**config.mk**
```make
export PLATFORM = sky130hd
export DESIGN_NAME = avr_front
export DESIGN_NICKNAME = d
export VERILOG_FILES = /design/src/avr_pkg.sv /design/src/avr_front.sv
export SDC_FILE = /design/constraint.sdc
export NUM_CORES = 1
export LEC_CHECK = 0
export ABC_AREA = 1
export BUFFER_PORTS_ARGS = -buffer_cell sky130_fd_sc_hd__buf_2
export CAP_MARGIN = 10
export CORE_ASPECT_RATIO = 0.7
export CORE_MARGIN = 1.5
export CORE_UTILIZATION = 50
export CTS_CLUSTER_SIZE = 40
export DETAILED_ROUTE_END_ITERATION = 7
export HOLD_SLACK_MARGIN = 0.03
export PLACE_DENSITY = 0.72
export SYNTH_ARGS = -nofsm -noshare
export SYNTH_HDL_FRONTEND = slang
export SYNTH_SLANG_ARGS = --single-unit
```
**constraint.sdc**
```tcl
create_clock -name clk_i -period 20.2 [get_ports clk_i]
set_input_delay 4.04 -clock clk_i [delete_from_list [all_inputs] [get_ports clk_i]]
set_output_delay 4.04 -clock clk_i [all_outputs]
set_load 0.005 [all_outputs]
```
**src/avr_pkg.sv**
```systemverilog
// ----------------------------------------------------------------------------
// avr_pkg - shared types and constants of the axis vector rotator
// Word layouts of both channels, the front-to-back word, opcodes and the
// CORDIC arctangent table.
// ----------------------------------------------------------------------------
package avr_pkg;

  // Axis codes carried in the opcode field
  localparam logic [1:0] OP_ROT_X = 2'd0;
  localparam logic [1:0] OP_ROT_Y = 2'd1;
  localparam logic [1:0] OP_ROT_Z = 2'd2;
  localparam logic [1:0] OP_PASS  = 2'd3;

  // One full turn in 1/64 degree units
  localparam int TURN_UNITS = 23040;
  // Phase scale: (u * PHASE_MUL) >> 14 maps a turn onto 2^32
  localparam logic [31:0] PHASE_MUL = 32'd3054198966;
  // CORDIC gain compensation in Q2.30
  localparam logic signed [31:0] CORDIC_GAIN = 32'sd652032874;
  // Table length; steps beyond it are not built
  localparam int ATAN_ENTRIES = 30;
  // Depth of the queue between front and back
  localparam int FIFO_DEPTH = 4;

  typedef struct packed {
    logic [1:0]         opcode;
    logic signed [15:0] angle;
    logic signed [31:0] x_in;
    logic signed [31:0] y_in;
    logic signed [31:0] z_in;
    logic signed [31:0] w_in;
  } in_word_t;

  typedef struct packed {
    logic signed [31:0] x_out;
    logic signed [31:0] y_out;
    logic signed [31:0] z_out;
    logic signed [31:0] w_out;
  } out_word_t;

  // Classified word handed from front to back
  typedef struct packed {
    logic [1:0]         opcode;
    logic               flip;
    logic signed [31:0] phase;
    logic signed [31:0] x;
    logic signed [31:0] y;
    logic signed [31:0] z;
    logic signed [31:0] w;
  } phase_word_t;

  // atan(2^-i) in binary phase units (2^32 per turn)
  function automatic logic [31:0] atan_entry(input logic [4:0] idx);
    logic [31:0] val;
    case (idx)
      5'd0:  val = 32'd536870912;
      5'd1:  val = 32'd316933406;
      5'd2:  val = 32'd167458907;
      5'd3:  val = 32'd85004756;
      5'd4:  val = 32'd42667331;
      5'd5:  val = 32'd21354465;
      5'd6:  val = 32'd10679838;
      5'd7:  val = 32'd5340245;
      5'd8:  val = 32'd2670163;
      5'd9:  val = 32'd1335087;
      5'd10: val = 32'd667544;
      5'd11: val = 32'd333772;
      5'd12: val = 32'd166886;
      5'd13: val = 32'd83443;
      5'd14: val = 32'd41722;
      5'd15: val = 32'd20861;
      5'd16: val = 32'd10430;
      5'd17: val = 32'd5215;
      5'd18: val = 32'd2608;
      5'd19: val = 32'd1304;
      5'd20: val = 32'd652;
      5'd21: val = 32'd326;
      5'd22: val = 32'd163;
      5'd23: val = 32'd81;
      5'd24: val = 32'd41;
      5'd25: val = 32'd20;
      5'd26: val = 32'd10;
      5'd27: val = 32'd5;
      5'd28: val = 32'd3;
      5'd29: val = 32'd1;
      default: val = 32'd0;
    endcase
    return val;
  endfunction

endpackage

```
**src/avr_front.sv**
```systemverilog
// ----------------------------------------------------------------------------
// avr_front - angle reduction and phase classification
// Two stages: reduce the angle modulo one turn, then scale it to a binary
// phase and fold it into [-90, 90) degrees.
// ----------------------------------------------------------------------------
module avr_front
  import avr_pkg::*;
(
  input  logic        clk_i,
  input  logic        rst_ni,
  input  logic        valid_i,
  input  in_word_t    word_i,
  output logic        stall_o,
  input  logic        full_i,
  output logic        push_o,
  output phase_word_t word_o
);

  typedef struct packed {
    logic [1:0]         opcode;
    logic [14:0]        turn;
    logic signed [31:0] x;
    logic signed [31:0] y;
    logic signed [31:0] z;
    logic signed [31:0] w;
  } red_t;

  logic               f1_v_q, f2_v_q;
  logic               adv;
  red_t               f1_d, f1_q;
  phase_word_t        f2_d, f2_q;
  logic signed [16:0] ang_ext;
  logic signed [16:0] ang_red;
  logic [46:0]        prod;
  logic [31:0]        ph;
  logic               flip;

  // Hold both stages only while the second one cannot hand over its word
  assign adv     = !(f2_v_q && full_i);
  assign stall_o = !adv;
  assign push_o  = f2_v_q && !full_i;
  assign word_o  = f2_q;

  // Reduce into [0, TURN_UNITS)
  always_comb begin
    ang_ext = 17'(word_i.angle);
    if (ang_ext < -17'(TURN_UNITS)) begin
      ang_red = ang_ext + 17'(2 * TURN_UNITS);
    end else if (ang_ext < 17'sd0) begin
      ang_red = ang_ext + 17'(TURN_UNITS);
    end else if (ang_ext >= 17'(TURN_UNITS)) begin
      ang_red = ang_ext - 17'(TURN_UNITS);
    end else begin
      ang_red = ang_ext;
    end
    f1_d = '{opcode: word_i.opcode, turn: ang_red[14:0], x: word_i.x_in,
             y: word_i.y_in, z: word_i.z_in, w: word_i.w_in};
  end

  // Scale to phase, fold the second and third quadrants
  always_comb begin
    prod = 47'(f1_q.turn) * 47'(PHASE_MUL);
    ph   = prod[45:14];
    flip = ph[31] ^ ph[30];
    f2_d = '{opcode: f1_q.opcode, flip: flip,
             phase: {ph[31] ^ flip, ph[30:0]},
             x: f1_q.x, y: f1_q.y, z: f1_q.z, w: f1_q.w};
  end

  always_ff @(posedge clk_i or negedge rst_ni) begin
    if (!rst_ni) begin
      f1_v_q <= 1'b0;
      f2_v_q <= 1'b0;
    end else if (adv) begin
      f1_v_q <= valid_i;
      f2_v_q <= f1_v_q;
    end
  end

  always_ff @(posedge clk_i) begin
    if (adv) begin
      f1_q <= f1_d;
      f2_q <= f2_d;
    end
  end

endmodule

```
==> reports/qor.csv, run 1 <==
stage;metric;value;unit
flow_run;maxCapViolations;0;
die;die_w;210.4;um
timing;fmax;110.3;MHz
yosys;async_reset_ff_share;0.6472;%
timing;drv_slew;0;
global_routing;grt_pass1_vias;9598;
critical_path;path_cells;buf_2 > nand2_4 > inv_1 > buf_2;
place;port_buffers;314;
yosys;netlist_top_cells_area;edfxtp_1 (61%), ha_1 (9.7%), fa_1 (8.2%);
timing;rsz0062_at_grt;false;
critical_path;crit_path_end;stall_o;
critical_path;rr_worst_depth;19;
yosys;yosys.area.top_type;edfxtp_1;
timing;relSlewSlack;26.15;%
global_routing;gr-total-overflow;0;
timing;finalCritPeriodShare;44.88;%
global_routing;grt_max_degree;188;
critical_path;reg2reg_slack;14140;ps
yosys;synthMostInstantiatedCell;edfxtp_1;
die;core;29280;um^2
yosys;synth-seq-cells;309;
hold_path;worstHoldStart;f1_q[26];
detailed_routing;drt_iter0_drc;733;
timing;finClkSkew;9.262;ps
place;dpl_worst_slack;11120;ps
timing;fin_setup_tns;0;ps
layout;drive_gt1_share;23.51;%
critical_path;startpoint;full_i;
die;die_h;148.2;um
critical_path;arrival;5030;ps
clock_tree;cts_made_buffers;28;
timing;worst_pin_slew;1108;ps
clock_tree;cts_root_buffer;clkbuf_16;
clock_tree;htree_levels;1;
critical_path;crit_path_frequent_cell;buf_2;
clock_tree;clock_path_buffers;3;
clock_tree;cts.sinks;309;
yosys;synth.cell_area;15060;um^2
critical_path;critPathMaxStageDelay;580;ps
global_routing;grt_pass1_wl;51760;um
yosys;synth_top_area_share;61.22;%
detailed_routing;num_vias;9732;
detailed_routing;drtAntennaViolNets;0;
layout;final_nets;1866;
critical_path;critPathRequiredTime;16160;ps
yosys;synthFlopType;edfxtp_1;
yosys;synth_warnings;0;
yosys;syn_avg_cell_area;12.62;um^2
critical_path;cp-start-kind;input pin;
yosys;synth_nets;1522;
critical_path;crit_slowest_cell;nand2_4;
timing;setup_viol;0;
global_routing;track_usage;21.65;%
detailed_routing;drc;0;
yosys;ys_types;33;
layout;syn_to_final_growth;20.03;%
clock_tree;cts_resized;0;
critical_path;r2r-start;f1_q[142];
detailed_routing;wl;33580;um
detailed_routing;wire_per_inst;17.34;um
critical_path;endpoint_kind;primary output;
timing;fin_ws;11130;ps
critical_path;critical_path_class;in2out;
critical_path;r2r-end;word_o[155];
detailed_routing;first_pass_iters;5;
place;dp_hpwl;26590;um
detailed_routing;viasPerCell;5.027;
yosys;synth_edf_count;307;
clock_tree;hold_buffers;0;
die;pin_count;315;
run_status;status;finished, final reports clean;
global_routing;grt_antenna_before_repair;3;
clock_tree;clk_transition_reported_paths;70;ps
die;die-area;31180;um^2
yosys;synth_commonest_cells;edfxtp_1 (307), nand2_1 (230), inv_1 (218), ha_1 (117), nor2_1 (68);
place;gp_congestion;1.016;
clock_tree;worstSkewPairLatency;550;ps
critical_path;worst-path-max-fanout;66;
die;initial_core_util;51.43;%
yosys;ys_seq_area_share;61.55;%
die;num_rows;52;
timing;post-route-min-period;9066;ps
clock_tree;post_cts_buffers;0;
timing;hold_viol_final;0;
clock_tree;cts_tree;yes;
hold_path;hp-class;reg2reg;
yosys;synth_cells;1193;
==> flip-flops by register name (all words and copies together), names as in the netlist <==
register / cells
f1_q: 145
f2_v_q: 1
f1_v_q: 1
word_o: 162
==> how the worst min path moves through the flow <==
stage	to	slack, ps	cells past startpoint
after floorplan	word_o[0]	400	0
after detailed placement	word_o[100]	400	0
after CTS	word_o[98]	410	0
after global routing	word_o[53]	410	0
final	word_o[26]	410	0
after global placement	word_o[64]	400	0
==> cell usage in the layout, fill, tap and decap left out, drive strengths merged <==
master and count:
and2 1, clkinv 9, dfrtp 2, a22oi 1, o21bai 7, or2 3, inv 218, a31oi 2
o2111ai 1, a211oi 1, xor2 21, o31ai 1, nor4 5, diode 1, nand3b 1, buf 316
nand2b 1, a21boi 2, edfxtp 307, nand3 41, fa 62, a21o 6, a21oi 42, o21ai 22
bufinv 5, xnor2 5, nand4 11, ha 117, clkbuf 36, nand2 231, nor2 72, nor3 8
==> cell families after synthesis <==
| family | count (synthesis) | share of synthesized area, % |
|---|---|---|
| xor gates and xnor gates | 26 | 1.512 |
| DFF | 309 | 61.55 |
| adders and majority gates | 179 | 17.96 |
| buffers and inverters | 220 | 5.517 |
| AOI/OAI and AO/OA | 85 | 3.166 |
| and+or+nand+nor | 374 | 10.29 |
==> worst max-delay path: cells and delay by family <==
family | cells | cell delay, ps
buffers and inverters | 3 | 370
AND/OR/NAND/NOR | 1 | 580
==> final cells by class <==
type	instances	area (um^2)
diodes	1	2.502
clock buffers	36	752.0
clock inverters	14	195.2
fillers	2319	11200
inverters	218	818.3
multi-input cells	664	4966
flip-flops and latches	309	9269
well taps	378	473.0
repair buffers	316	1599
==> metal layers <==
| metal | global-route usage [%] | wire length (um) | up-vias |
|---|---|---|---|
| met5 | 0 | 23 | - |
| met3 | 4.582 | 2662 | 45 |
| met1 | 31.94 | 15210 | 4664 |
| li1 | - | - | 4696 |
| met4 | 4.571 | 584 | 4 |
| met2 | 33.43 | 15090 | 323 |
==> metrics by stage <==
step	cell area [um^2]	util, %	instances	hold slack [ps]
floorplan	15060	-	1193	400.3
global placement	17130	58.49	1885	400.2
detailed placement	17130	58.49	1885	404.5
CTS	18070	61.73	1935	412.9
global route	18070	61.73	1935	409.0
finish	18070	61.73	1936	412.4
Power of run 1 is not shown: default switching activity piles up to over one toggle a cycle in this logic, so the estimate is an artifact.
==> run 2: changes to the inputs <==
Settings changed: ABC_AREA 1 to 0, PLACE_DENSITY 0.72 to 0.73.
Clock period 20.2 ns to 9.1 ns, I/O delays scaled along.
==> reports/qor.csv, run 2 <==
stage;metric;value;unit;change
run_status;status;finished, final reports clean;;
global_routing;grt_use_met3;5.692;%;+1.1 points
critical_path;critPathMaxStageDelay;580;ps;about the same
yosys;yosys.area.top_type;edfxtp_1;;
flow_run;maxCapViolations;0;;unchanged
yosys;synth_cells;886;;-26%
yosys;synth_warnings;0;;unchanged
critical_path;crit_slowest_cell;fa_1;;
die;pin_count;315;;unchanged
critical_path;endpoint_kind;register;;
critical_path;r2r-start;f1_q[141];;
global_routing;grt_antenna_before_repair;2;;-1
clock_tree;hold_buffers;0;;unchanged
global_routing;track_usage;19.32;%;-2.3 points
detailed_routing;first_pass_iters;5;;unchanged
global_routing;grt_pass1_vias;7973;;-17%
yosys;netlist_top_cells_area;edfxtp_1 (65%), ha_1 (10%), fa_1 (8.7%);;
timing;fmax;159.9;MHz;
yosys;synth_commonest_cells;edfxtp_1 (307), inv_1 (142), ha_1 (117), fa_1 (62), a21oi_1 (38);;
layout;syn_to_final_growth;20.20;%;
yosys;ys_types;61;;+85%
critical_path;worst-path-max-fanout;7;;-89%
critical_path;cp.depth;19;;+15
global_routing;grt_use_met1;28.53;%;-3.4 points
critical_path;crit_buf_inv;4;;+1
yosys;synth_nets;1215;;-20%
layout;final_nets;1546;;-17%
critical_path;rr_worst_depth;19;;unchanged
clock_tree;cts.sinks;309;;unchanged
place;gp_congestion;0.9140;;-10%
clock_tree;worstSkewPairLatency;550;ps;about the same
timing;relSlewSlack;33.65;%;+7.5 points
die;die_h;143.9;um;-2.9%
yosys;synth.cell_area;14190;um^2;-5.8%
yosys;synth-seq-cells;309;;unchanged
die;core;27820;um^2;-5.0%
detailed_routing;wire_per_inst;17.95;um;+3.5%
timing;finClkSkew;9.230;ps;-0.03264 ps
layout;final_cell_mix;buf_2 (314), edfxtp_1 (307), inv_1 (142), ha_1 (117), fa_1 (62);;
clock_tree;clock_path_buffers;3;;unchanged
hold_path;worstHoldStart;f1_q[104];;
yosys;synthMostInstantiatedCell;edfxtp_1;;
layout;drive_gt1_share;30.10;%;+6.6 points
clock_tree;post_cts_buffers;0;;unchanged
critical_path;arrival;6540;ps;+1510 ps
die;initial_core_util;50.99;%;-0.44 points
die;num_rows;51;;-1.9%
critical_path;startpoint;f1_q[141];;
clock_tree;cts_root_buffer;clkbuf_16;;
global_routing;grt_max_degree;82;;-56%
global_routing;gr-total-overflow;0;;unchanged
clock_tree;cts_made_buffers;28;;unchanged
timing;setup_viol;0;;unchanged
detailed_routing;num_vias;8091;;-17%
clock_tree;clk_transition_reported_paths;70;ps;about the same
yosys;async_reset_ff_share;0.6472;%;unchanged
clock_tree;cts_resized;0;;unchanged
yosys;syn_avg_cell_area;16.01;um^2;+27%
detailed_routing;drt_iter0_drc;448;;-39%
critical_path;crit_family;adder cells;;
layout;largest_register_ffs;162;;unchanged
layout;final_common_cell;buf_2;;
critical_path;cp-start-kind;register;;
yosys;synth_edf_count;307;;unchanged
hold_path;hp-class;reg2reg;;
detailed_routing;viasPerCell;5.022;;about the same
critical_path;r2r-end;word_o[142];;
place;dp_hpwl;22560;um;-15%
timing;drv_slew;0;;unchanged
clock_tree;cts_tree;yes;;
timing;rsz0062_at_grt;false;;
detailed_routing;wl;28910;um;-14%
yosys;synthFlopType;edfxtp_1;;
global_routing;grt.busiest_layer;met2;;
die;die-area;29410;um^2;-5.7%
yosys;synth_top_area_share;64.98;%;+3.8 points
detailed_routing;drc;0;;unchanged
global_routing;use_met2;28.65;%;-4.8 points
timing;finalCritPeriodShare;68.73;%;
detailed_routing;drtAntennaViolNets;0;;unchanged
critical_path;critPathRequiredTime;9380;ps;-6780 ps
place;port_buffers;314;;unchanged
critical_path;path_cells;ha_1 > inv_1 > fa_1 > inv_1 > fa_1 > inv_1 > fa_1 > inv_1 > fa_1 > fa_1 > ha_1 > a21oi_1 > o21ai_1 > a221o_1 > a21oi_1 > o21ai_1 > a31oi_1 > o21ai_0 > xor2_1;;
global_routing;grt_pass1_wl;43510;um;-16%
critical_path;crit_path_frequent_cell;fa_1;;
clock_tree;htree_levels;1;;unchanged
yosys;ys_seq_area_share;65.33;%;+3.8 points
timing;hold_viol_final;0;;unchanged
critical_path;reg2reg_slack;2850;ps;-11290 ps
critical_path;critical_path_class;reg2reg;;
critical_path;crit_path_end;word_o[142];;
timing;post-route-min-period;6255;ps;
timing;fin_setup_tns;0;ps;unchanged
timing;worst_pin_slew;989.3;ps;-118.5 ps
die;die_w;204.3;um;-2.9%
-- run 2: cell count changes in the layout (fill, tap and decap cells not counted), moves of 7 or more --
cell,previous run,this run
nand3_1,41,11
nor2_1,68,17
xor2_1,21,10
o21ai_0,22,15
inv_1,218,142
xnor2_1,5,26
nand2_1,229,19
-- run 2: area by class of cell --
cell class              count  area (um^2)
diodes                      1        2.502
clock buffers              33        719.4
clock inverters            19        158.9
fillers                  2169        10770
inverters                 142        533.0
multi-input cells         419         4312
flip-flops and latches    309         9269
well taps                 371        464.2
repair buffers            317         1594
-- run 2: cell families after synthesis --
logic type               share of synthesized area, %
XOR/XNOR                                        2.222
adder cells (fa/ha/maj)                         19.07
AND/OR/NAND/NOR                                 2.990
multiplexers                                   0.3087
flip-flops                                      65.33
AO/OA/AOI/OAI                                   5.688
buffers and inverters                           4.392
-- run 2: worst min path at each step --
stage | end | depth (start not counted)
final | word_o[104] | 0
after global routing | word_o[52] | 0
after CTS | word_o[104] | 0
after detailed placement | word_o[102] | 0
after global placement | word_o[114] | 0
after floorplan | word_o[0] | 0
-- run 2: per-stage QoR --
step	instances	setup slack [ps]	cell area, um^2	hold WS (ps)	util, %
floorplan	886	1558	14190	400.3	-
global placement	1558	2986	16170	400.2	58.13
detailed placement	1558	2891	16170	404.5	58.13
CTS	1610	2885	17050	412.3	61.28
global route	1610	2547	17050	417.4	61.28
finish	1611	2845	17050	413.9	61.29
-- run 2: layer usage --
metal  up-vias  wire [um]
met2       287      12590
met5         -         13
met1      3920      13400
li1       3848          -
met4         2        416
met3        34       2494
Power of run 2 is left out for the same reason.
==> run 3: changes to the inputs <==
Clock period 9.1 ns to 5.79 ns, I/O delays scaled along.
==> reports/qor.csv, run 3 (synthesized netlist as in run 2, its figures left out) <==
stage;metric;value;unit;change
critical_path;crit_buf_inv;4;;unchanged
critical_path;r2r-end;word_o[160];;
place;place_area;16510;um^2;+2.1%
detailed_routing;num_vias;8195;;+1.3%
die;initial_core_util;50.99;%;unchanged
die;die_h;143.9;um;unchanged
critical_path;crit_family;adder cells;;
critical_path;path_cells;ha_1 > inv_1 > fa_1 > inv_1 > ha_1 > fa_1 > fa_1 > inv_1 > fa_1 > inv_1 > ha_1 > a21oi_1 > o21ai_1 > or3_1 > o22a_1 > o21ai_4 > o21ai_2 > a311o_1 > xnor2_1;;
global_routing;grt_antenna_before_repair;3;;+1
detailed_routing;wire_per_inst;17.51;um;-2.4%
clock_tree;clock_path_buffers;3;;unchanged
layout;nFillCells;2100;;-3.2%
timing;relSlewSlack;28.00;%;-5.7 points
critical_path;critical_path_class;reg2reg;;
layout;fin_area;17550;um^2;+2.9%
global_routing;gr-total-overflow;0;;unchanged
detailed_routing;first_pass_iters;4;;-1
detailed_routing;drt_iter0_drc;552;;+23%
die;num_rows;51;;unchanged
clock_tree;hold_buffers;0;;unchanged
clock_tree;clk_transition_reported_paths;60;ps;about the same
timing;fmax;177.6;MHz;+11%
detailed_routing;viasPerCell;4.952;;-1.4%
global_routing;grt_pass1_wl;43270;um;-0.56%
clock_tree;worstSkewPairLatency;550;ps;about the same
die;die-area;29410;um^2;unchanged
layout;syn_to_final_growth;23.71;%;
timing;drv_slew;0;;unchanged
clock_tree;cts_root_buffer;clkbuf_16;;
critical_path;critPathMaxStageDelay;540;ps;-40 ps
critical_path;arrival;5910;ps;-630 ps
place;dp_hpwl;22580;um;about the same
global_routing;use_met2;27.58;%;-1.1 points
flow_run;maxCapViolations;0;;unchanged
detailed_routing;drtAntennaViolNets;0;;unchanged
timing;finalCritPeriodShare;97.25;%;+29 points
global_routing;grt_max_degree;200;;+140%
critical_path;worst-path-max-fanout;3;;-4
timing;setup_viol;0;;unchanged
layout;final_nets;1593;;+3.0%
global_routing;grt_pass1_vias;7987;;+0.18%
global_routing;grt.busiest_layer;met1;;
place;gp_congestion;0.9080;;-0.66%
critical_path;r2r-start;f1_q[132];;
critical_path;rr_worst_depth;19;;unchanged
layout;final_common_cell;buf_2;;
critical_path;startpoint;f1_q[132];;
clock_tree;htree_levels;1;;unchanged
die;core;27820;um^2;unchanged
place;port_buffers;314;;unchanged
layout;final_cell_mix;buf_2 (314), edfxtp_1 (307), inv_1 (138), ha_1 (108), fa_1 (61);;
hold_path;hp-class;in2async;;
clock_tree;cts.sinks;309;;unchanged
global_routing;grt_use_met1;28.65;%;+0.12 points
critical_path;crit_slowest_cell;fa_1;;
detailed_routing;wl;28980;um;+0.24%
run_status;status;finished, final reports clean;;
timing;post-route-min-period;5631;ps;-623.9 ps
clock_tree;cts_made_buffers;28;;unchanged
die;die_w;204.3;um;unchanged
layout;drive_gt1_share;34.48;%;+4.4 points
detailed_routing;drc;0;;unchanged
timing;hold_viol_final;0;;unchanged
layout;finalNonFillerCells;1655;;+2.7%
global_routing;grt_use_met3;5.828;%;+0.14 points
global_routing;track_usage;19.23;%;-0.094 points
clock_tree;cts_tree;yes;;
critical_path;endpoint_kind;register;;
timing;finClkSkew;18.67;ps;+9.436 ps
timing;worst_pin_slew;1080;ps;+90.76 ps
layout;largest_register_ffs;162;;unchanged
place;dp_cells;1600;;+2.7%
critical_path;critPathRequiredTime;6070;ps;-3310 ps
critical_path;cp-start-kind;register;;
critical_path;reg2reg_slack;160;ps;-2690 ps
die;pin_count;315;;unchanged
[run 3: cell count changes in the layout (fill, tap and decap cells not counted), sizes merged]
cell / before / now
buf: 317 / 364
clkbuf: 33 / 39
diode: 1 / 2
inv: 144 / 143
bufinv: 2 / 1
clkinv: 14 / 6
[run 3: metrics by stage]
step                hold slack (ps)  setup TNS (ps)  worst slack (ps)  utilization [%]
floorplan                     400.3               0             7.656                -
detailed placement            404.5          -51.75            -51.75            59.35
global route                  369.9          -27.53            -22.15            63.06
finish                        389.9               0             159.1            63.08
CTS                           368.0               0             5.954            62.40
global placement              400.0               0             39.61            59.35
[run 3: worst max path at each step]
stage,to,slack [ps],cells after the start
floorplan,word_o[160],8,20
global placement,word_o[160],40,19
detailed placement,word_o[160],-50,19
CTS,word_o[160],6,20
global route,word_o[160],-20,22
finish,word_o[160],160,19
[run 3: worst register-to-register path: stages, from the launching register on]
cell and delay, ps:
edfxtp_1 450, ha_1 360, inv_1 70, fa_1 510
inv_1 50, ha_1 320, fa_1 480, fa_1 540
inv_1 50, fa_1 490, inv_1 40, ha_1 360
a21oi_1 290, o21ai_1 170, or3_1 380, o22a_1 200
o21ai_4 80, o21ai_2 90, a311o_1 310, xnor2_1 130
[run 3: repair_timing]
action	4_1_cts	5_1_grt
resized for setup	1	27
endpoints found under the setup margin	2	10
buffers inserted	1	4
gates cloned	0	0
pin swaps	3	20
[run 3: area by class of cell]
class	instances	area, um^2	share of cell area (%)
flip-flops and latches	309	9269	52.81
multi-input cells	419	4481	25.53
repair buffers	364	1963	11.19
clock buffers	39	763.2	4.349
inverters	142	533.0	3.037
well taps	371	464.2	2.645
clock inverters	9	72.57	0.4135
diodes	2	5.005	0.02852
[run 3: per-layer routing]
| layer | part of all wire (%) | wire [um] |
|---|---|---|
| met4 | 2.1 | 595 |
| met2 | 43 | 12390 |
| met3 | 8.6 | 2487 |
| met5 | 0.041 | 12 |
| met1 | 47 | 13490 |
Power of run 3 is left out for the same reason.
