===== config.mk =====
export PLATFORM = sky130hd
export DESIGN_NAME = avr_fifo
export DESIGN_NICKNAME = d
export VERILOG_FILES = /design/src/avr_pkg.sv /design/src/avr_fifo.sv
export SDC_FILE = /design/constraint.sdc
export NUM_CORES = 1
export LEC_CHECK = 0
export BUFFER_PORTS_ARGS = -buffer_cell sky130_fd_sc_hd__clkbuf_2
export CORE_ASPECT_RATIO = 2
export CORE_MARGIN = 2
export CORE_UTILIZATION = 35
export CTS_CLUSTER_SIZE = 40
export DETAILED_ROUTE_END_ITERATION = 12
export PLACE_DENSITY = 0.62
export SLEW_MARGIN = 30
export SYNTH_ARGS = -nofsm -noshare
export SYNTH_HDL_FRONTEND = slang
export SYNTH_SLANG_ARGS = --single-unit

===== constraint.sdc =====
create_clock -name clk_i -period 4.95 [get_ports clk_i]
set_input_delay 0.99 -clock clk_i [delete_from_list [all_inputs] [get_ports clk_i]]
set_output_delay 0.99 -clock clk_i [all_outputs]
set_load 0.02 [all_outputs]

===== src/avr_pkg.sv =====
// ----------------------------------------------------------------------------
// avr_pkg - shared types and constants of the axis vector rotator
// Word layouts of both channels, the front-to-back word, opcodes and the
// CORDIC arctangent table.
// ----------------------------------------------------------------------------
package avr_pkg;

  // Axis codes carried in the opcode field
  localparam logic [1:0] OP_ROT_X = 2'd0;
  localparam logic [1:0] OP_ROT_Y = 2'd1;
  localparam logic [1:0] OP_ROT_Z = 2'd2;
  localparam logic [1:0] OP_PASS  = 2'd3;

  // One full turn in 1/64 degree units
  localparam int TURN_UNITS = 23040;
  // Phase scale: (u * PHASE_MUL) >> 14 maps a turn onto 2^32
  localparam logic [31:0] PHASE_MUL = 32'd3054198966;
  // CORDIC gain compensation in Q2.30
  localparam logic signed [31:0] CORDIC_GAIN = 32'sd652032874;
  // Table length; steps beyond it are not built
  localparam int ATAN_ENTRIES = 30;
  // Depth of the queue between front and back
  localparam int FIFO_DEPTH = 4;

  typedef struct packed {
    logic [1:0]         opcode;
    logic signed [15:0] angle;
    logic signed [31:0] x_in;
    logic signed [31:0] y_in;
    logic signed [31:0] z_in;
    logic signed [31:0] w_in;
  } in_word_t;

  typedef struct packed {
    logic signed [31:0] x_out;
    logic signed [31:0] y_out;
    logic signed [31:0] z_out;
    logic signed [31:0] w_out;
  } out_word_t;

  // Classified word handed from front to back
  typedef struct packed {
    logic [1:0]         opcode;
    logic               flip;
    logic signed [31:0] phase;
    logic signed [31:0] x;
    logic signed [31:0] y;
    logic signed [31:0] z;
    logic signed [31:0] w;
  } phase_word_t;

  // atan(2^-i) in binary phase units (2^32 per turn)
  function automatic logic [31:0] atan_entry(input logic [4:0] idx);
    logic [31:0] val;
    case (idx)
      5'd0:  val = 32'd536870912;
      5'd1:  val = 32'd316933406;
      5'd2:  val = 32'd167458907;
      5'd3:  val = 32'd85004756;
      5'd4:  val = 32'd42667331;
      5'd5:  val = 32'd21354465;
      5'd6:  val = 32'd10679838;
      5'd7:  val = 32'd5340245;
      5'd8:  val = 32'd2670163;
      5'd9:  val = 32'd1335087;
      5'd10: val = 32'd667544;
      5'd11: val = 32'd333772;
      5'd12: val = 32'd166886;
      5'd13: val = 32'd83443;
      5'd14: val = 32'd41722;
      5'd15: val = 32'd20861;
      5'd16: val = 32'd10430;
      5'd17: val = 32'd5215;
      5'd18: val = 32'd2608;
      5'd19: val = 32'd1304;
      5'd20: val = 32'd652;
      5'd21: val = 32'd326;
      5'd22: val = 32'd163;
      5'd23: val = 32'd81;
      5'd24: val = 32'd41;
      5'd25: val = 32'd20;
      5'd26: val = 32'd10;
      5'd27: val = 32'd5;
      5'd28: val = 32'd3;
      5'd29: val = 32'd1;
      default: val = 32'd0;
    endcase
    return val;
  endfunction

endpackage


===== src/avr_fifo.sv =====
// ----------------------------------------------------------------------------
// avr_fifo - queue between front and back
// Small circular buffer with a registered read port that feeds the back.
// ----------------------------------------------------------------------------
module avr_fifo
  import avr_pkg::*;
(
  input  logic        clk_i,
  input  logic        rst_ni,
  input  logic        push_i,
  input  phase_word_t data_i,
  output logic        full_o,
  input  logic        adv_i,
  output logic        valid_o,
  output phase_word_t data_o
);

  localparam int PTR_W = $clog2(FIFO_DEPTH);
  localparam int CNT_W = $clog2(FIFO_DEPTH + 1);

  phase_word_t      mem [FIFO_DEPTH];
  logic [PTR_W-1:0] wr_ptr_q, rd_ptr_q;
  logic [CNT_W-1:0] cnt_q, cnt_d;
  logic             pop;
  logic             rd_v_q;
  phase_word_t      rd_q;

  assign pop     = adv_i && (cnt_q != '0);
  assign full_o  = (cnt_q == CNT_W'(FIFO_DEPTH));
  assign valid_o = rd_v_q;
  assign data_o  = rd_q;

  always_comb begin
    cnt_d = cnt_q;
    if (push_i && !pop) begin
      cnt_d = cnt_q + 1'b1;
    end else if (pop && !push_i) begin
      cnt_d = cnt_q - 1'b1;
    end
  end

  always_ff @(posedge clk_i or negedge rst_ni) begin
    if (!rst_ni) begin
      wr_ptr_q <= '0;
      rd_ptr_q <= '0;
      cnt_q    <= '0;
      rd_v_q   <= 1'b0;
    end else begin
      cnt_q <= cnt_d;
      if (push_i) begin
        wr_ptr_q <= (wr_ptr_q == PTR_W'(FIFO_DEPTH - 1)) ? '0 : wr_ptr_q + 1'b1;
      end
      if (pop) begin
        rd_ptr_q <= (rd_ptr_q == PTR_W'(FIFO_DEPTH - 1)) ? '0 : rd_ptr_q + 1'b1;
      end
      if (adv_i) begin
        rd_v_q <= pop;
      end
    end
  end

  always_ff @(posedge clk_i) begin
    if (push_i) begin
      mem[wr_ptr_q] <= data_i;
    end
    if (pop) begin
      rd_q <= mem[rd_ptr_q];
    end
  end

endmodule


==> qor.txt, run 1 <==
Slew Limit Fails -> 0
Core area -> 82000 um^2
Synthesized netlist cell count -> 1055
Initial antenna violation count -> 27
Status -> completed
Slowest CP cell -> dfrtp_1
Met1 Use GR -> 0.183
Most frequent cells after synthesis -> edfxtp_1 (815), mux4_2 (163), buf_6 (17), buf_2 (11), dfrtp_1 (8)
WP buf/inv -> 1
R2R Path End -> cnt_q[2]$_DFFE_PN0P_
Type of origin of the critical path -> flop
Setup violators final -> 0
Post-CTS setup repair buffer count -> 0
Met3 GRT Util -> 0.0806
Worst r2r path cells -> 7
IO Count -> 332
DR WL/cell -> 22.9 um
Met2 usage -> 0.192
Ratio of final minimum period to clock period -> 0.497
Fmax -> 407 MHz
Post-synth top flop -> edfxtp_1
H-tree levels -> 3
Placer's final routability congestion estimate -> 0.731
Maximum root-to-sink buffer count -> 3
Leakage power total -> 11.6 nW
Synth Area per Inst -> 27.4 um^2
Row Count -> 149
Warnings, synthesis -> 0
Filler cells -> 7071
RSZ-0062 raised after global routing -> false
Cell taking the most area after synthesis -> edfxtp_1
Max-slew headroom at the worst pin -> 0.425
Crit. End Element -> output port
GRT Total Usage -> 0.137
Vias per Instance -> 4.86
Clk root buf -> clkbuf_16
Vias in the first global route -> 13000
Initial Util -> 0.352
CP max FO -> 4
Port Buffers -> 331
Worst-path clk slew -> 0.06 ns
Hold WC Path Type -> in2async
Count leader, synth -> edfxtp_1
Reg2Reg Setup Slack -> 2.63 ns
Final Hold Viols -> 0
GRT Max-Usage Layer -> met2
VDD IR max -> 536 uV
Grt total ovfl -> 0
Area Growth Syn to Fin -> 19.3%
Top post-synthesis cells by area -> edfxtp_1 (85%), mux4_2 (13%), dfrtp_1 (0.69%)
Vias post-DR -> 12500
First-pass GRT wire length -> 86.4 mm
Drt pass-1 iters -> 5
CTS Buf Count -> 77
Power Density -> 600 nW/um^2
CP arrival -> 1.47 ns
Setup tns final -> 0 ns
CP Data Required Time -> 3.96 ns
Sequential-to-total area share from yosys stat -> 0.854
Worst skew pair latency -> 0.61 ns
Post-Syn Nets -> 1229
Share of cells above drive strength 1 -> 0.419
Routed WL -> 58.9 mm
Die width -> 207 um
DRC violations left -> 0
Worst flop-to-flop path startpoint -> cnt_q[0]$_DFFE_PN0P_
Die Area -> 85000 um^2
Hold buffer count at CTS -> 0
# clock sinks -> 823
Post-DP HPWL -> 35.9 mm
Tmin final -> 2.46 ns
Post_cts resized -> 0
Die Y -> 410 um
Worst-Margin Slew -> 0.862 ns
Share of the synthesized area in the top cell type -> 0.847
DRT antenna net count -> 0
Synthesized area -> 28900 um^2
Skew final -> 0.0253 ns
Register bit total from synthesis -> 823
Max-Cap Viols -> 0
Design Power -> 20.7 mW
CTS tree -> yes
Critical Path, Cell by Cell -> nor3b_1 -> clkbuf_2
Worst setup path startpoint -> cnt_q[0]$_DFFE_PN0P_
Slowest stage delay, CP -> 0.44 ns
Distinct cells, synth -> 22
Async set or reset register ratio after synthesis -> 0.00972
EDFF count, synth -> 815
WS Path Type -> reg2out
Largest delay contributor family on the critical path -> flip-flops
Nets -> 1623
Initial DRC Count -> 1015
Largest net degree at the start of global routing -> 81
-- routing by layer --
layer,share of wire,wire (um)
met2,0.42,25000
met5,0.0053,310
met3,0.15,8750
met1,0.41,24000
met4,0.015,879
-- where the power goes --
group / leakage (nW) / total, mW / switching, mW / internal, mW
clock: 1.24 / 5.98 / 2.45 / 3.53
combinational: 2.67 / 4.62 / 2.74 / 1.88
sequential: 7.66 / 10.1 / 0.528 / 9.55
-- placed cells by master (no fill, tap or decap), types with 6 or more instances in the layout --
cell type,count
edfxtp_1,815
clkbuf_2,331
mux4_2,163
clkbuf_16,80
clkbuf_1,17
clkinv_1,15
buf_4,11
bufinv_16,10
buf_12,9
ha_1,6
dfrtp_1,6
-- through the flow --
stage / area, um^2 / std cells / setup slack [ns] / utilization / hold WS (ns)
4_1_cts: 34400 / 2565 / 2.43 / 0.420 / 0.186
3_3_place_gp: 31800 / 2425 / 2.07 / 0.388 / 0.511
6_report: 34500 / 2572 / 2.49 / 0.420 / 0.221
2_1_floorplan: 28900 / 1055 / 0.186 / - / 0.474
3_5_place_dp: 31800 / 2425 / 2.08 / 0.388 / 0.505
5_1_grt: 34500 / 2567 / 2.38 / 0.420 / 0.218
-- area by class of cell --
type	count	area (um^2)	area share
Antenna cell	5	12.5	0.000363
Clock buffer	100	2110	0.0611
Clock inverter	40	472	0.0137
Inverter	5	23.8	0.000690
Multi-Input combinational cell	190	3910	0.113
Sequential cell	823	24700	0.716
Tap cell	1057	1320	0.0384
Timing Repair Buffer	352	1950	0.0565
-- worst max path at each step --
stage	end	slack, ns	cells after the start
after floorplan	data_o[0]$_DFFE_PP_	0.19	2
after global placement	mem[1][115]$_DFFE_PP_	2.07	3
after detailed placement	mem[1][115]$_DFFE_PP_	2.08	3
after CTS	full_o	2.43	2
after global routing	full_o	2.38	2
final	full_o	2.49	2
-- cells by family after synthesis --
kind of cell               Yosys count  synth area share
xor gates and xnor gates             3          0.000910
adders and majority gates            7           0.00329
AOI/OAI and AO/OA                    5           0.00121
buffers and inverters               42            0.0109
muxes                              165             0.128
and+or+nand+nor                     10           0.00182
DFF                                823             0.854
-- sequential cells by signal (all words and copies together) (netlist names) --
signal and cells:
valid_o 1, rd_ptr_q 2, data_o 163, mem 652, cnt_q 3, wr_ptr_q 2
(Power assumes the default switching activity.)
==> inputs of run 2 (changes only) <==
==> constraint.sdc (replaced) <==
create_clock -name clk_i -period 2.2 [get_ports clk_i]
set_input_delay 0.44 -clock clk_i [delete_from_list [all_inputs] [get_ports clk_i]]
set_output_delay 0.44 -clock clk_i [all_outputs]
set_load 0.02 [all_outputs]
==> run 2 against run 1 <==
Via count about the same; clock power increased by 120%; global-route usage down 0.13 points; design area up 0.47%; critical path type unchanged; largest cell class unchanged.
==> qor.txt, run 2 (synthesis gave the netlist of run 1 again) <==
Status -> completed (unchanged)
Hold Crit Depth -> 1
VDD IR max -> 903 uV (was 536 uV)
DRC violations left -> 0 (unchanged)
Worst r2r path cells -> 7 (unchanged)
Ratio of final minimum period to clock period -> 0.894
Most common cell after layout, fill and taps aside -> edfxtp_1 (unchanged)
Type of origin of the critical path -> flop (unchanged)
Port Buffers -> 331 (unchanged)
Vias per Instance -> 4.86 (about the same)
GRT Total Usage -> 0.136 (was 0.137)
Post-CTS setup repair buffer count -> 0 (unchanged)
Clk root buf -> clkbuf_16 (unchanged)
Multi-input combinational cell area -> 3920 um^2 (was 3910 um^2)
Max-slew headroom at the worst pin -> 0.651 (was 0.425)
RSZ-0062 raised after global routing -> false (unchanged)
Initial DRC Count -> 948 (was 1015)
H-tree levels -> 3 (unchanged)
Die width -> 207 um (unchanged)
Die Y -> 410 um (unchanged)
Post-layout util -> 0.422 (was 0.420)
Routed WL -> 58.1 mm (was 58.9 mm)
WP buf/inv -> 1 (unchanged)
Share of cells above drive strength 1 -> 0.426 (was 0.419)
Post_cts resized -> 0 (unchanged)
Skew final -> 0.0292 ns (was 0.0253 ns)
Design area -> 34600 um^2 (was 34500 um^2)
Max-Cap Viols -> 0 (unchanged)
WS Path Type -> reg2out (unchanged)
Row Count -> 149 (unchanged)
Placed instance area -> 32200 um^2 (was 31800 um^2)
CTS tree -> yes (unchanged)
Top reg by flops -> mem (unchanged)
Slew Limit Fails -> 0 (unchanged)
IO Count -> 332 (unchanged)
Drt pass-1 iters -> 5 (unchanged)
Setup ws final -> 0.233 ns (was 2.49 ns)
Maximum root-to-sink buffer count -> 3 (unchanged)
Largest delay contributor family on the critical path -> flip-flops (unchanged)
Die Area -> 85000 um^2 (unchanged)
Vias post-DR -> 12500 (about the same)
Final Hold Viols -> 0 (unchanged)
DRT antenna net count -> 0 (unchanged)
Slowest stage delay, CP -> 0.46 ns (was 0.44 ns)
Setup tns final -> 0 ns (unchanged)
DR WL/cell -> 22.6 um (was 22.9 um)
Filler cells -> 7041 (was 7071)
# clock sinks -> 823 (unchanged)
Initial Util -> 0.352 (unchanged)
Nets -> 1635 (was 1623)
Slowest CP cell -> dfrtp_1 (unchanged)
Register area -> 24700 um^2 (unchanged)
First-pass GRT wire length -> 86.4 mm (about the same)
Initial antenna violation count -> 21 (was 27)
CP Depth -> 2 (unchanged)
Worst skew pair latency -> 0.61 ns (about the same)
Pre-CTS WS -> 0.330 ns (was 2.08 ns)
Critical Path, Cell by Cell -> nor3b_1 -> clkbuf_2 (unchanged)
CP arrival -> 1.53 ns (was 1.47 ns)
Hold WC Path Type -> in2reg (was in2async)
Grt total ovfl -> 0 (unchanged)
Crit. End Element -> output port (unchanged)
Worst-Margin Slew -> 0.524 ns (was 0.862 ns)
Vias in the first global route -> 13100 (was 13000)
Area Growth Syn to Fin -> 19.9% (was 19.3%)
Placer's final routability congestion estimate -> 0.723 (was 0.731)
Leakage power total -> 11.6 nW (about the same)
Commonest cells after routing, fill and taps aside -> edfxtp_1 (815), clkbuf_2 (331), mux4_2 (163) (unchanged)
Setup violators final -> 0 (unchanged)
Tmin final -> 1.97 ns
Core area -> 82000 um^2 (unchanged)
Post-DP HPWL -> 35.7 mm (was 35.9 mm)
Worst-path clk slew -> 0.06 ns (about the same)
Max FFs per register -> 652 (unchanged)
Largest net degree at the start of global routing -> 75 (was 81)
CTS Buf Count -> 77 (unchanged)
Fmax -> 509 MHz
CP max FO -> 4 (unchanged)
CP Data Required Time -> 1.76 ns (was 3.96 ns)
Power Density -> 1340 nW/um^2 (was 600 nW/um^2)
## run 2: cell count changes in the layout (fill, tap and decap cells not counted), sizes merged
cell and delta:
dlygate4sd3 +1, clkinv +2, diode -4, buf +11
clkinvlp +1, inv -2, clkbuf -11
## run 2: through the flow
stage	hold slack (ns)	total power, mW	std cells
floorplan	0.144	30.0	1055
global placement	0.301	33.9	2438
detailed placement	0.308	34.1	2438
CTS	0.00641	47.3	2569
global route	0.0317	48.6	2569
finish	0.0478	46.5	2570
## run 2: report_power, final
group	internal (mW)	switching (mW)	total [mW]	leakage, nW
clock network	7.71	5.42	13.1	1.20
logic	4.53	6.35	10.9	2.78
registers	21.5	1.03	22.5	7.66
## run 2: per-layer routing
layer	up-vias	routed length (um)	global-route usage
met5	-	244	0
met4	38	1020	0.0383
met3	111	7620	0.0694
met2	531	25300	0.195
met1	6459	23900	0.181
li1	5344	-	-
## run 2: worst paths after layout
check,start,to,slack (ns)
setup / recovery,cnt_q[0]$_DFFE_PN0P_,full_o,0.23
hold / removal,data_i[110],mem[1][110]$_DFFE_PP_,0.05
setup reg to reg,cnt_q[1]$_DFFE_PN0P_,cnt_q[2]$_DFFE_PN0P_,0.29
hold reg to reg,valid_o$_DFFE_PN0P_,valid_o$_DFFE_PN0P_,0.54
max in group asynchronous,rst_ni,rd_ptr_q[1]$_DFFE_PN0P_,1.72
min in group asynchronous,rst_ni,cnt_q[1]$_DFFE_PN0P_,0.25
## run 2: final cells by class
type	instances	area share
inverter	5	0.000650
tap	1057	0.0382
sequential	823	0.712
timing repair buffer	364	0.0641
clock inverter	41	0.0132
clock buffer	89	0.0582
multi-input combinational	190	0.113
antenna	1	0.0000722
## run 2: repair_timing
item                       CTS  global route
hold endpoints to repair     8             0
setup endpoints to repair    0             0
hold buffers                 1             0
==> inputs of run 3 (changes only) <==
--- a/config.mk
+++ b/config.mk
@@ -8,10 +8,11 @@
 export BUFFER_PORTS_ARGS = -buffer_cell sky130_fd_sc_hd__clkbuf_2
 export CORE_ASPECT_RATIO = 2
 export CORE_MARGIN = 2
-export CORE_UTILIZATION = 35
+export CORE_UTILIZATION = 39
+export CTS_CLUSTER_DIAMETER = 120
 export CTS_CLUSTER_SIZE = 40
 export DETAILED_ROUTE_END_ITERATION = 12
-export PLACE_DENSITY = 0.62
+export PLACE_DENSITY = 0.67
 export SLEW_MARGIN = 30
 export SYNTH_ARGS = -nofsm -noshare
 export SYNTH_HDL_FRONTEND = slang
==> run 3 against run 2 <==
Core utilization grew 4.4 points; sequential power barely moved; via count about the same; design area is 0.91% lower; clock skew increased by 0.0019 ns; fmax decreased by 2.6%; worst hold slack barely moved; register-to-register slack worse by 0.11 ns; total power decreased by 13%; setup slack worse by 0.053 ns; critical path type unchanged; largest cell class unchanged; largest power group unchanged.
==> qor.txt, run 3 (synthesis gave the netlist of run 1 again) <==
Status -> completed (unchanged)
Initial antenna violation count -> 11 (was 21)
Row Count -> 141 (was 149)
Worst r2r path cells -> 7 (unchanged)
# clock sinks -> 823 (unchanged)
Non-filler cells in the finished layout -> 2497 (was 2570)
Slew Limit Fails -> 0 (unchanged)
Hold Path Sink -> mem[0][129]$_DFFE_PP_ (was mem[1][110]$_DFFE_PP_)
Vias in the first global route -> 13700 (was 13100)
Worst skew pair latency -> 0.63 ns (was 0.61 ns)
CP max FO -> 4 (unchanged)
RSZ-0062 raised after global routing -> false (unchanged)
Max-slew headroom at the worst pin -> 0.639 (was 0.651)
CP Data Required Time -> 1.76 ns (about the same)
Crit. End Element -> output port (unchanged)
CTS tree -> yes (unchanged)
Dpl cells -> 2333 (was 2438)
Reg2Reg Setup Slack -> 0.18 ns (was 0.29 ns)
Max-Cap Viols -> 0 (unchanged)
Power Density -> 1170 nW/um^2 (was 1340 nW/um^2)
Clock share of power -> 0.157 (was 0.282)
Post-layout util -> 0.467 (was 0.422)
Die Area -> 76400 um^2 (was 85000 um^2)
R2R Path End -> cnt_q[2]$_DFFE_PN0P_ (unchanged)
CTS Buf Count -> 24 (was 77)
Setup tns final -> 0 ns (unchanged)
DRC violations left -> 0 (unchanged)
Register share of total power -> 0.558 (was 0.484)
Max FFs per register -> 652 (unchanged)
First-pass GRT wire length -> 84.2 mm (was 86.4 mm)
Vias post-DR -> 12500 (about the same)
Clk root buf -> clkbuf_16 (unchanged)
GRT Total Usage -> 0.147 (was 0.136)
Worst-Margin Slew -> 0.542 ns (was 0.524 ns)
Setup violators final -> 0 (unchanged)
Die width -> 196 um (was 207 um)
Switching part of the total -> 0.289 (was 0.275)
Skew final -> 0.0311 ns (was 0.0292 ns)
Drt pass-1 iters -> 4 (was 5)
Vias per Instance -> 5.00 (was 4.86)
WS Path Type -> reg2out (unchanged)
Initial Util -> 0.393 (was 0.352)
Ratio of final minimum period to clock period -> 0.918 (was 0.894)
Maximum root-to-sink buffer count -> 3 (unchanged)
Share of cells above drive strength 1 -> 0.374 (was 0.426)
Comb power frac -> 0.285 (was 0.234)
Design area -> 34300 um^2 (was 34600 um^2)
CP arrival -> 1.58 ns (was 1.53 ns)
VDD IR max -> 927 uV (was 903 uV)
Pre-CTS WS -> 0.267 ns (was 0.330 ns)
DR WL/cell -> 22.7 um (was 22.6 um)
Final Hold Viols -> 0 (unchanged)
Initial DRC Count -> 556 (was 948)
Hold WS -> 0.0475 ns (was 0.0478 ns)
H-tree levels -> 1 (was 3)
Commonest cells after routing, fill and taps aside -> edfxtp_1 (815), clkbuf_2 (331), mux4_2 (163) (unchanged)
Critical Path, Cell by Cell -> nor3b_1 -> clkbuf_2 (unchanged)
Largest net degree at the start of global routing -> 48 (was 75)
Hold Crit Depth -> 1 (unchanged)
Placer's final routability congestion estimate -> 0.740 (was 0.723)
Setup ws final -> 0.180 ns (was 0.233 ns)
Beginning of the worst hold path -> data_i[129] (was data_i[110])
Leakage power total -> 11.5 nW (was 11.6 nW)
Type of origin of the critical path -> flop (unchanged)
Grt total ovfl -> 0 (unchanged)
IO Count -> 332 (unchanged)
Worst-path clk slew -> 0.13 ns (was 0.06 ns)
Tmin final -> 2.02 ns (was 1.97 ns)
Routed WL -> 56.7 mm (was 58.1 mm)
Nets -> 1729 (was 1635)
Fmax -> 495 MHz (was 509 MHz)
Cell Int Power -> 28.6 mW (was 33.7 mW)
Worst flop-to-flop path startpoint -> cnt_q[2]$_DFFE_PN0P_ (was cnt_q[1]$_DFFE_PN0P_)
Post-DP HPWL -> 37.3 mm (was 35.7 mm)
Sw power -> 11.6 mW (was 12.8 mW)
Most common cell after layout, fill and taps aside -> edfxtp_1 (unchanged)
Core area -> 73600 um^2 (was 82000 um^2)
Die Y -> 389 um (was 410 um)
Port Buffers -> 331 (unchanged)
Filler cells -> 5947 (was 7041)
Design Power -> 40.2 mW (was 46.5 mW)
Slowest CP cell -> dfrtp_1 (unchanged)
Top reg by flops -> mem (unchanged)
Placed instance area -> 32400 um^2 (was 32200 um^2)
Area Growth Syn to Fin -> 18.8% (was 19.9%)
DRT antenna net count -> 0 (unchanged)
Slowest stage delay, CP -> 0.48 ns (was 0.46 ns)
Hold WC Path Type -> in2reg (unchanged)
==> run 3: cell types whose count changed in the layout (fill, tap and decap cells not counted), moves of 2 or more <==
cell,previous run,this run
clkbuf_16,79,25
dlygate4sd3_1,1,125
bufinv_16,10,0
buf_12,25,42
clkinvlp_4,5,1
clkinv_2,12,0
diode_2,1,3
clkinv_1,13,0
inv_6,2,0
buf_4,7,13
==> run 3: critical path: cells and delay by family (launching register included) <==
family	cells	cell delay (ns)
flip-flops	1	0.48
AND/OR/NAND/NOR	1	0.27
buffers and inverters	1	0.22
==> run 3: power groups by stage <==
stage	sequential, mW	clock (mW)	combinational [mW]
2_1_floorplan	24.1	0	5.90
3_5_place_dp	22.9	0	11.6
4_1_cts	22.5	6.61	11.8
5_1_grt	22.8	6.99	12.3
3_3_place_gp	22.7	0	11.4
6_report	22.5	6.33	11.5
==> run 3: worst max path at each step <==
stage | from | endpoint | slack (ns) | cells after the start
finish | cnt_q[0]$_DFFE_PN0P_ | full_o | 0.18 | 2
global route | cnt_q[0]$_DFFE_PN0P_ | full_o | 0.08 | 2
CTS | cnt_q[0]$_DFFE_PN0P_ | full_o | 0.10 | 2
detailed placement | cnt_q[2]$_DFFE_PN0P_ | cnt_q[2]$_DFFE_PN0P_ | 0.27 | 7
global placement | cnt_q[2]$_DFFE_PN0P_ | cnt_q[2]$_DFFE_PN0P_ | 0.26 | 7
floorplan | cnt_q[2]$_DFFE_PN0P_ | data_o[0]$_DFFE_PP_ | -1.48 | 2
==> run 3: final cells by class <==
class / instances / area, um^2 / share of cell area
sequential: 823 / 24700 / 0.719
multi-input combinational: 190 / 3920 / 0.114
timing repair buffer: 511 / 3850 / 0.112
tap: 929 / 1160 / 0.0339
clock buffer: 35 / 663 / 0.0193
inverter: 5 / 22.5 / 0.000656
clock inverter: 1 / 20.0 / 0.000583
antenna: 3 / 7.51 / 0.000219
==> run 3: routing by layer <==
layer  wire (um)  track usage
met1       21300        0.170
met3        3380       0.0314
met2       30500        0.272
met4        1380       0.0417
met5         111            0
==> run 3: repair_timing <==
action / in CTS / in global routing
buffers inserted: 0 / 0
hold endpoints to repair: 486 / 0
resized for setup: 0 / 0
hold buffers: 125 / 0
